File: config.mk
export PLATFORM = sky130hd
export DESIGN_NAME = longest_lines_top_k_tracker
export DESIGN_NICKNAME = d
export VERILOG_FILES = /design/src/rtl/llt_pkg.sv /design/src/rtl/llt_cell.sv /design/src/rtl/longest_lines_top_k_tracker.sv
export SDC_FILE = /design/constraint.sdc
export NUM_CORES = 2
export LEC_CHECK = 0
export BUFFER_PORTS_ARGS = -buffer_cell sky130_fd_sc_hd__buf_4
export CORE_MARGIN = 2
export CORE_UTILIZATION = 50
export CTS_CLUSTER_SIZE = 30
export DETAILED_ROUTE_END_ITERATION = 12
export PLACE_DENSITY = 0.74
export SLEW_MARGIN = 0
export SYNTH_ARGS = -nofsm -noshare
export SYNTH_HDL_FRONTEND = slang
export SYNTH_HIERARCHICAL = 1
export SYNTH_SLANG_ARGS = --single-unit
export TNS_END_PERCENT = 1
File: constraint.sdc
create_clock -name clk -period 10 [get_ports clk]
set_input_delay 2 -clock clk [delete_from_list [all_inputs] [get_ports clk]]
set_output_delay 2 -clock clk [all_outputs]
set_load 0.005 [all_outputs]
File: src/rtl/llt_pkg.sv
`timescale 1ns / 1ps
`default_nettype none
// ----------------------------------------------------------------------------
// llt_pkg
// Shared types and constants for the longest-lines top-k tracker.
// ----------------------------------------------------------------------------
package llt_pkg;

    localparam int LEN_W      = 10;
    localparam int TAG_W      = 16;
    localparam int KEEP_W     = 5;
    localparam int IN_DATA_W  = 32;   // length + tag, padded to bytes
    localparam int OUT_DATA_W = 32;   // tag + length, padded to bytes

    localparam logic [KEEP_W-1:0] KEEP_RESET = 5'd16;

    // request kinds carried on s_axis_tuser
    localparam logic REQ_INSERT = 1'b0;
    localparam logic REQ_REPORT = 1'b1;

    typedef struct packed {
        logic [LEN_W-1:0] len;
        logic [TAG_W-1:0] tag;
    } llt_entry_t;

    // per-cycle command broadcast to every cell
    typedef struct packed {
        logic clear;
        logic insert;
        logic rotate;
    } llt_ctrl_t;

endpackage
`default_nettype wire

File: src/rtl/llt_cell.sv
`timescale 1ns / 1ps
`default_nettype none
// ----------------------------------------------------------------------------
// llt_cell
// One rank of the sorted chain: holds a (length, tag) pair, compares it with
// the offered line and takes the new line, its upstream neighbor, or the
// downstream neighbor when the chain rotates for a report.
// ----------------------------------------------------------------------------
module llt_cell (
    input  wire                      clk,
    input  wire                      rst_n,
    input  llt_pkg::llt_ctrl_t       ctrl,
    input  wire                      active,     // rank below the kept count
    input  llt_pkg::llt_entry_t      new_entry,  // offered line
    input  llt_pkg::llt_entry_t      prev_entry, // neighbor one rank up
    input  wire                      prev_less,  // neighbor one rank up loses
    input  llt_pkg::llt_entry_t      next_entry, // rotate source
    output llt_pkg::llt_entry_t      entry,
    output logic                     less
);
    import llt_pkg::*;

    llt_entry_t entry_reg;
    llt_entry_t entry_next;

    assign entry = entry_reg;
    assign less  = entry_reg.len < new_entry.len;

    always_comb
    begin
        entry_next = entry_reg;
        if (ctrl.clear)
        begin
            entry_next = '0;
        end
        else if (ctrl.insert && active)
        begin
            // upstream already lost, so this rank shifts down
            if (prev_less)
                entry_next = prev_entry;
            else if (less)
                entry_next = new_entry;
        end
        else if (ctrl.rotate && active)
        begin
            entry_next = next_entry;
        end
    end

    always_ff @(posedge clk or negedge rst_n)
    begin
        if (!rst_n)
            entry_reg <= '0;
        else
            entry_reg <= entry_next;
    end

endmodule
`default_nettype wire

File: src/rtl/longest_lines_top_k_tracker.sv
`timescale 1ns / 1ps
`default_nettype none
// ----------------------------------------------------------------------------
// longest_lines_top_k_tracker
// Keeps the keep_count longest lines in descending length order and reports
// them on request.
// ----------------------------------------------------------------------------
// In an insert transaction (tuser = 0) all cells compare against the offered
// length in parallel and the ranks below the insertion point shift down one
// rank in the same edge, so inserts can arrive back to back. A report transaction
// (tuser = 1) rotates the chain one rank per cycle through the output register
// and emits keep_count entries (1..MAX_KEPT after clamping), best first, with
// tlast on the final one; output backpressure stretches this, and no input
// is taken until the last entry has been loaded into the output register.
// A keep_count write empties all ranks.
// ----------------------------------------------------------------------------
module longest_lines_top_k_tracker #(
    parameter int MAX_KEPT   = 16,
    parameter int LINE_LIMIT = 1024
) (
    input  wire         clk,
    input  wire         rst_n,
    // config: keep_count
    input  wire         cfg_valid,
    output logic        cfg_ready,
    input  wire  [4:0]  cfg_data,
    // input items
    input  wire         s_axis_tvalid,
    output logic        s_axis_tready,
    input  wire  [31:0] s_axis_tdata,  // [9:0] line_length, [25:10] line_tag
    input  wire         s_axis_tuser,  // [0] req_type
    // result items
    output logic        m_axis_tvalid,
    input  wire         m_axis_tready,
    output logic [31:0] m_axis_tdata,  // [15:0] entry_tag, [25:16] entry_length
    output logic        m_axis_tuser,  // [0] entry_valid
    output logic        m_axis_tlast   // last_entry
);
    import llt_pkg::*;

    localparam int CNT_W = $clog2(MAX_KEPT + 1);
    localparam int LEN_CAP_I = (LINE_LIMIT - 1 > 1023) ? 1023 : LINE_LIMIT - 1;
    localparam logic [LEN_W-1:0] LEN_CAP = LEN_W'(LEN_CAP_I);

    typedef enum logic [1:0] {
        ST_IDLE   = 2'b01,
        ST_REPORT = 2'b10
    } state_t;

    state_t            state_reg, state_next;
    logic [KEEP_W-1:0] keep_count_reg;
    logic [CNT_W-1:0]  rep_cnt_reg, rep_cnt_next;
    logic [CNT_W-1:0]  k_active;

    logic              out_valid_reg, out_valid_next;
    llt_entry_t        out_entry_reg;
    logic              out_last_reg;

    logic              in_accept;
    logic              cfg_accept;
    logic              out_load;
    logic              rep_done;
    logic [LEN_W-1:0]  in_len;
    llt_entry_t        new_entry;
    llt_ctrl_t         ctrl;

    llt_entry_t        cell_q [MAX_KEPT];
    logic [MAX_KEPT-1:0] less_q;

    // clamp keep_count to 1..MAX_KEPT
    always_comb
    begin
        if (keep_count_reg == '0)
            k_active = CNT_W'(1);
        else if (int'(keep_count_reg) > MAX_KEPT)
            k_active = CNT_W'(MAX_KEPT);
        else
            k_active = CNT_W'(keep_count_reg);
    end

    assign cfg_ready     = 1'b1;
    assign cfg_accept    = cfg_valid && cfg_ready;
    assign s_axis_tready = (state_reg == ST_IDLE);
    assign in_accept     = s_axis_tvalid && s_axis_tready;

    assign in_len = (s_axis_tdata[LEN_W-1:0] > LEN_CAP) ? LEN_CAP
                                                         : s_axis_tdata[LEN_W-1:0];
    assign new_entry.len = in_len;
    assign new_entry.tag = s_axis_tdata[LEN_W +: TAG_W];

    assign out_load = (state_reg == ST_REPORT) && (!out_valid_reg || m_axis_tready);
    assign rep_done = (rep_cnt_reg == CNT_W'(k_active - CNT_W'(1)));

    assign ctrl.clear  = cfg_accept;
    assign ctrl.insert = in_accept && (s_axis_tuser == REQ_INSERT) && (in_len != '0);
    assign ctrl.rotate = out_load;

    // cell chain
    for (genvar i = 0; i < MAX_KEPT; i++)
    begin : g_cell
        llt_entry_t prev_e;
        llt_entry_t next_e;
        logic       prev_l;
        logic       active;
        logic       is_last;

        assign active  = CNT_W'(i) < k_active;
        assign is_last = CNT_W'(i + 1) == k_active;

        if (i == 0)
        begin : g_head
            assign prev_e = '0;
            assign prev_l = 1'b0;
        end
        else
        begin : g_body
            assign prev_e = cell_q[i-1];
            assign prev_l = less_q[i-1];
        end

        // the last active rank wraps around to the head
        assign next_e = is_last ? cell_q[0] : cell_q[(i + 1) % MAX_KEPT];

        llt_cell u_cell (
            .clk        (clk),
            .rst_n      (rst_n),
            .ctrl       (ctrl),
            .active     (active),
            .new_entry  (new_entry),
            .prev_entry (prev_e),
            .prev_less  (prev_l),
            .next_entry (next_e),
            .entry      (cell_q[i]),
            .less       (less_q[i])
        );
    end

    always_comb
    begin
        state_next   = state_reg;
        rep_cnt_next = rep_cnt_reg;
        case (state_reg)
            ST_IDLE:
            begin
                if (in_accept && (s_axis_tuser == REQ_REPORT))
                begin
                    state_next   = ST_REPORT;
                    rep_cnt_next = '0;
                end
            end
            ST_REPORT:
            begin
                if (out_load)
                begin
                    rep_cnt_next = rep_cnt_reg + CNT_W'(1);
                    if (rep_done)
                        state_next = ST_IDLE;
                end
            end
            default:
            begin
                state_next = ST_IDLE;
            end
        endcase
    end

    always_comb
    begin
        out_valid_next = out_valid_reg;
        if (out_load)
            out_valid_next = 1'b1;
        else if (m_axis_tready)
            out_valid_next = 1'b0;
    end

    always_ff @(posedge clk or negedge rst_n)
    begin
        if (!rst_n)
        begin
            state_reg      <= ST_IDLE;
            rep_cnt_reg    <= '0;
            keep_count_reg <= KEEP_RESET;
            out_valid_reg  <= 1'b0;
        end
        else
        begin
            state_reg     <= state_next;
            rep_cnt_reg   <= rep_cnt_next;
            out_valid_reg <= out_valid_next;
            if (cfg_accept)
                keep_count_reg <= cfg_data;
        end
    end

    always_ff @(posedge clk)
    begin
        if (out_load)
        begin
            out_entry_reg <= cell_q[0];
            out_last_reg  <= rep_done;
        end
    end

    assign m_axis_tvalid = out_valid_reg;
    assign m_axis_tuser  = (out_entry_reg.len != '0);
    assign m_axis_tlast  = out_last_reg;
    assign m_axis_tdata  = {6'd0, out_entry_reg.len,
                            m_axis_tuser ? out_entry_reg.tag : {TAG_W{1'b0}}};

    // ------------------------------------------------------------------------
    // assertions
    // ------------------------------------------------------------------------
    a_report_starts: assert property (@(posedge clk) disable iff (!rst_n)
        (in_accept && (s_axis_tuser == REQ_REPORT)) |=> (state_reg == ST_REPORT))
        else $error("report transaction did not start readout");

    a_last_on_done: assert property (@(posedge clk) disable iff (!rst_n)
        (out_load && rep_done) |=> (m_axis_tvalid && m_axis_tlast))
        else $error("final report entry not marked last");

    a_no_early_last: assert property (@(posedge clk) disable iff (!rst_n)
        (out_load && !rep_done) |=> (m_axis_tvalid && !m_axis_tlast))
        else $error("tlast raised before final report entry");

    a_empty_slot_zero: assert property (@(posedge clk) disable iff (!rst_n)
        (m_axis_tvalid && !m_axis_tuser) |-> (m_axis_tdata == '0))
        else $error("empty slot reported with nonzero data");

endmodule
`default_nettype wire
# After elaboration in Yosys (flattened, before gate mapping)
# Cells that the tools add are included.
word_totals:
  register_bits: 456
  in_bits: 43
  output_inout_bits: 37
  wordCells: 299
classes:
  add_sub_neg: 2
  n_lt_le_gt_ge: 34
  eq_ne: 38
  muxes: 107
  n_bitwise: 1
  reduce_logical: 78
op_table:
  columns: ["operator", "count"]
  rows:
  - ["2-to-1 mux 26 bit", 94]
  - ["< comparator 10 bit", 16]
  - ["inequality test 4 x 3 -> 1 bit, second input constant", 14]
  - ["nonzero test 3 bit", 16]
  - ["equality test 4 x 5 -> 1 bit, first input constant", 8]
  - ["< comparator 4 x 5 -> 1 bit, first input constant", 8]
  - ["logical AND 1 bit", 37]
  - ["AND reduction 2 bit", 15]
  - ["equality test 3 x 5 -> 1 bit, first input constant", 4]
  - ["< comparator 3 x 5 -> 1 bit, first input constant", 4]
  - ["2-to-1 mux 5 bit", 4]
  - ["nonzero test 10 bit", 2]
  - ["2-to-1 mux 16 bit", 1]
  - ["equality test 2 x 5 -> 1 bit, first input constant", 2]
  - ["> comparator 10 bit, second input constant", 1]
  - ["< comparator 1 x 5 -> 1 bit, first input constant", 2]
  - ["< comparator 2 x 5 -> 1 bit, first input constant", 2]
  - ["2-to-1 mux 10 bit", 1]
  - ["one-hot mux 5 bit (2 select lines)", 1]
  - ["AND reduction 3 bit", 3]
  - ["2-to-1 mux 2 bit", 3]
  - ["inequality test 3 x 2 -> 1 bit, second input constant", 2]
  - ["adder 5 x 1 -> 5 bit, second input constant", 1]
  - ["equality test 1 x 5 -> 1 bit, first input constant", 1]
  - ["15 further kinds", 18]

# Depth between registers and ports, before layout
depth:
  ltp_word: 8
  ltp_mapped: 14
  depth_no_buf: 10

# Modules after synthesis
# Netlist, hierarchy kept.
modules_own_cells:
  columns: ["mod", "n_inst", "cells_per_inst", "area_per_inst_um2"]
  rows:
  - ["llt_cell", 16, 196, 1941.9]
  - ["longest_lines_top_k_tracker", 1, 651, 6907.9]

# Least setup slack after synthesis
# Ideal clock, no wire load.
synth_path:
  path_type: "input-to-reg"
  startpoint: "input port m_axis_tready"
  endpoint: "register g_cell[0].u_cell.entry_reg (netlist bit g_cell[0].u_cell/entry[0])"
  setup_time_ns: 0.125
  t_arrival_ns: 6.876
  required_ns: 9.875
  path_slack_ns: 2.998
  path_stages: 7
  path_cell_list: "nor2b_1 > nor2_1 > a311oi_4 > a32oi_1 > a21boi_4 > buf_6 > mux2_4"
synth_lines:
  columns: ["element", "line_no", "rtl"]
  rows:
  - ["start: declaration", "longest_lines_top_k_tracker.sv:34", "input wire m_axis_tready,"]
  - ["end signal: assignment", "llt_cell.sv:55", "entry_reg <= entry_next;"]
  - ["end: declaration", "llt_cell.sv:23", "llt_entry_t entry_reg;"]

# Worst setup path in the final report
layout_path:
  startpoint: "input port s_axis_tdata[5]"
  endpoint: "register g_cell[5].u_cell.entry_reg (netlist bit g_cell[5].u_cell/entry[5])"
layout_between:
  elab_cells_between_ends: 13
  classes_between: "3 x order compare; 1 x eq/ne; 4 x mux; 5 x reduce/logical"
layout_lines:
  columns: ["element", "line_no", "rtl"]
  rows:
  - ["start: declaration", "longest_lines_top_k_tracker.sv:30", "input wire [31:0] s_axis_tdata,"]
  - ["> comparator 10 bit", "longest_lines_top_k_tracker.sv:86", "assign in_len = (s_axis_tdata[LEN_W-1:0] > LEN_CAP) ? LEN_CAP"]
  - ["2-to-1 mux 10 bit (*)", "longest_lines_top_k_tracker.sv:86", null]
  - ["< comparator 10 bit (*)", "llt_cell.sv:27", "assign less = entry_reg.len < new_entry.len;"]
  - ["net g_cell[5].prev_l", "longest_lines_top_k_tracker.sv:103", "logic prev_l;"]
  - ["2-to-1 mux 26 bit", "llt_cell.sv:39", "if (prev_less)"]
  - ["2-to-1 mux 26 bit", "llt_cell.sv:36", "else if (ctrl.insert && active)"]
  - ["2-to-1 mux 26 bit", "llt_cell.sv:32", "if (ctrl.clear)"]
  - ["end signal: assignment", "llt_cell.sv:55", null]
  - ["end: declaration", "llt_cell.sv:23", null]
# The timed path passes the listed nets; every way through them passes the cells marked *.
# A chain may end at the register's enable or synchronous reset.

==> flow_summary_export.csv <==
group,metric,value,unit
run_status,status,"complete, no violations",
worst_setup_path,path_buf_inv,4,
synthesis,yosysWarnings,6,
timing,hold_viol,0,
worst_setup_path,worstPathCellList,"buf_4, inv_1, ha_1, a21oi_1, o21ai_0, o21bai_1, a21oi_4, buf_4, a311oi_4, a32oi_1, a21boi_4, buf_4, mux2_2",
clock_network,clk_path_buf_depth,3,
detailed_routing,drt_iter0_markers,2376,
floorplan,die_area,78200,um^2
worst_setup_path,timing.rr.end,"g_cell[1].u_cell/entry[17]",
detailed_routing,antenna_left,0,
timing,tightestPinTransition,1.16,ns
clock_network,htree_num_levels,2,
grt,grt_pass1_vias,29100,
worst_setup_path,r2r-start,"keep_count_reg[3]",
worst_setup_path,path_max_fanout,36,
clock_network,numCtsBuffers,55,
run,cap_violations,0,
grt,grt_use_total,26.4,%
pwr,vdd_drop_max,0.142,mV
clock_network,cts_resized,0,
detailed_routing,drc,0,
floorplan,num_rows,101,
finish,drive_above_1_share,29.8,%
hold_path,hold_depth,1,
detailed_routing,vias,29200,
grt,grt_max_degree,203,
detailed_routing,wirelength,105000,um
timing,fin_skew,0.0177,ns
floorplan,io_pins,80,
hold_path,hold_class,"reg2reg",
timing,tns,0,ns
worst_setup_path,start_kind,"primary input",
timing,fmax,200,MHz
worst_setup_path,endpoint_kind,"register",
pwr,p_per_area,163,nW/um^2
worst_setup_path,rrSetupSlack,5.39,ns
finish,diodes,0,
finish,finalNetCount,3856,
worst_setup_path,cpMaxStageDelayCell,"buf_4",
finish,area_growth,6.86,%
place,gp_congestion,0.836,
timing,rsz0062_at_grt,"no",
timing,period_minus_slack,5.01,ns
floorplan,die_x,280,um
clock_network,cts_sinks,456,
worst_setup_path,path_common_cell,"buf_4",
worst_setup_path,crit_path_end,"g_cell[5].u_cell/entry[5]",
synthesis,syn-cell-area,38000,um^2
synthesis,syn_area_per_cell,10.0,um^2
place,hpwlAfterDp,67500,um
timing,finalSetupViolCount,0,
worst_setup_path,worst-path-stages,13,
clock_network,clk_latency,0.65,ns
timing,slew_headroom,22.7,%
timing,slew_viol_final,0,
pwr,total_power,6630,uW
floorplan,die_h,280,um
finish,largest_reg_flops,416,
detailed_routing,post_drt_wl_per_cell,22.4,um
clock_network,path_clk_slew,0.06,ns
worst_setup_path,worstPathRequired,10.52,ns
worst_setup_path,r2r_cells,10,
floorplan,core,75600,um^2
detailed_routing,dr.pass1.iters,6,
clock_network,postCtsSetupBuffers,0,
clock_network,cts_tree,"yes",
synthesis,syn_inst,3785,
clock_network,cts_root_buffer,"clkbuf_16",
grt,antenna_found_initial,1,
detailed_routing,vias_per_cell,6.23,
worst_setup_path,critPathArrivalTime,5.53,ns
pwr,p_leak,0.0199,uW
worst_setup_path,worstSetupPathType,"in2reg",
timing,period_share,50.1,%
worst_setup_path,cpPeakStageDelay,0.50,ns
grt,grt_first_pass_wirelength,167000,um
worst_setup_path,path_delay_family,"compound AO/OA/AOI/OAI gates",
grt,grt-ovfl-total,0,
clock_network,cts_hold_buf,0,
worst_setup_path,crit_start,"s_axis_tdata[5]",
floorplan,start_util,50.2,%
place,io_buffers,66,
-- area by class of cell --
class                      instances  area (um^2)
fill                            6610        35000
inverter                         196          736
clock inverter                    30          369
clock buffer                      74         1570
tap                              978         1220
sequential                       456        11500
timing repair buffer             120          928
multi-input combinational       2834        24200
-- worst min-delay path by stage --
stage                                 from                          end  slack [ns]
4_1_cts         g_cell[15].u_cell/entry[1]   g_cell[15].u_cell/entry[1]        0.51
6_report        g_cell[15].u_cell/entry[1]   g_cell[15].u_cell/entry[1]        0.51
2_1_floorplan   g_cell[15].u_cell/entry[1]   g_cell[15].u_cell/entry[1]        0.48
5_1_grt        g_cell[15].u_cell/entry[15]  g_cell[15].u_cell/entry[15]        0.52
3_3_place_gp    g_cell[15].u_cell/entry[4]   g_cell[15].u_cell/entry[4]        0.49
3_5_place_dp   g_cell[15].u_cell/entry[15]  g_cell[15].u_cell/entry[15]        0.49
-- per-stage QoR --
step	setup WS [ns]	hold WS [ns]	utilization (%)	instance area [um^2]	std cells
finish	4.99	0.510	53.7	40600	4688
global route	4.86	0.521	53.7	40600	4688
CTS	5.06	0.511	53.7	40600	4688
detailed placement	4.39	0.490	51.1	38600	4584
global placement	4.47	0.489	51.1	38600	4584
floorplan	3.00	0.477	-	38100	3820
-- report_power, final --
| part | internal (uW) | total, uW | switching, uW | leakage (uW) |
|---|---|---|---|---|
| logic | 977 | 2050 | 1070 | 0.0129 |
| clock network | 1290 | 2160 | 877 | 0.000974 |
| registers | 2090 | 2420 | 326 | 0.00608 |
| total | 4360 | 6630 | 2280 | 0.0199 |
-- layer usage --
| metal | track usage (%) | vias up | wire, um |
|---|---|---|---|
| met2 | 43.4 | 956 | 48900 |
| met5 | 0 | - | 0 |
| met3 | 2.99 | 207 | 5830 |
| li1 | - | 13400 | - |
| met1 | 36.2 | 14600 | 47100 |
| met4 | 8.94 | 0 | 3010 |
-- layout by cell type (no fill, tap or decap), drive strengths merged, types with 34 or more instances in the layout --
| cell type | n |
|---|---|
| a211oi | 256 |
| a21oi | 256 |
| buf | 120 |
| clkbuf | 74 |
| conb | 37 |
| dfrtp | 427 |
| ha | 150 |
| inv | 198 |
| mux2 | 812 |
| mux2i | 272 |
| nand2 | 44 |
| nor2 | 416 |
| nor3 | 150 |
| o21ai | 210 |
| o21bai | 34 |
Power figures use the tool's default switching activity.
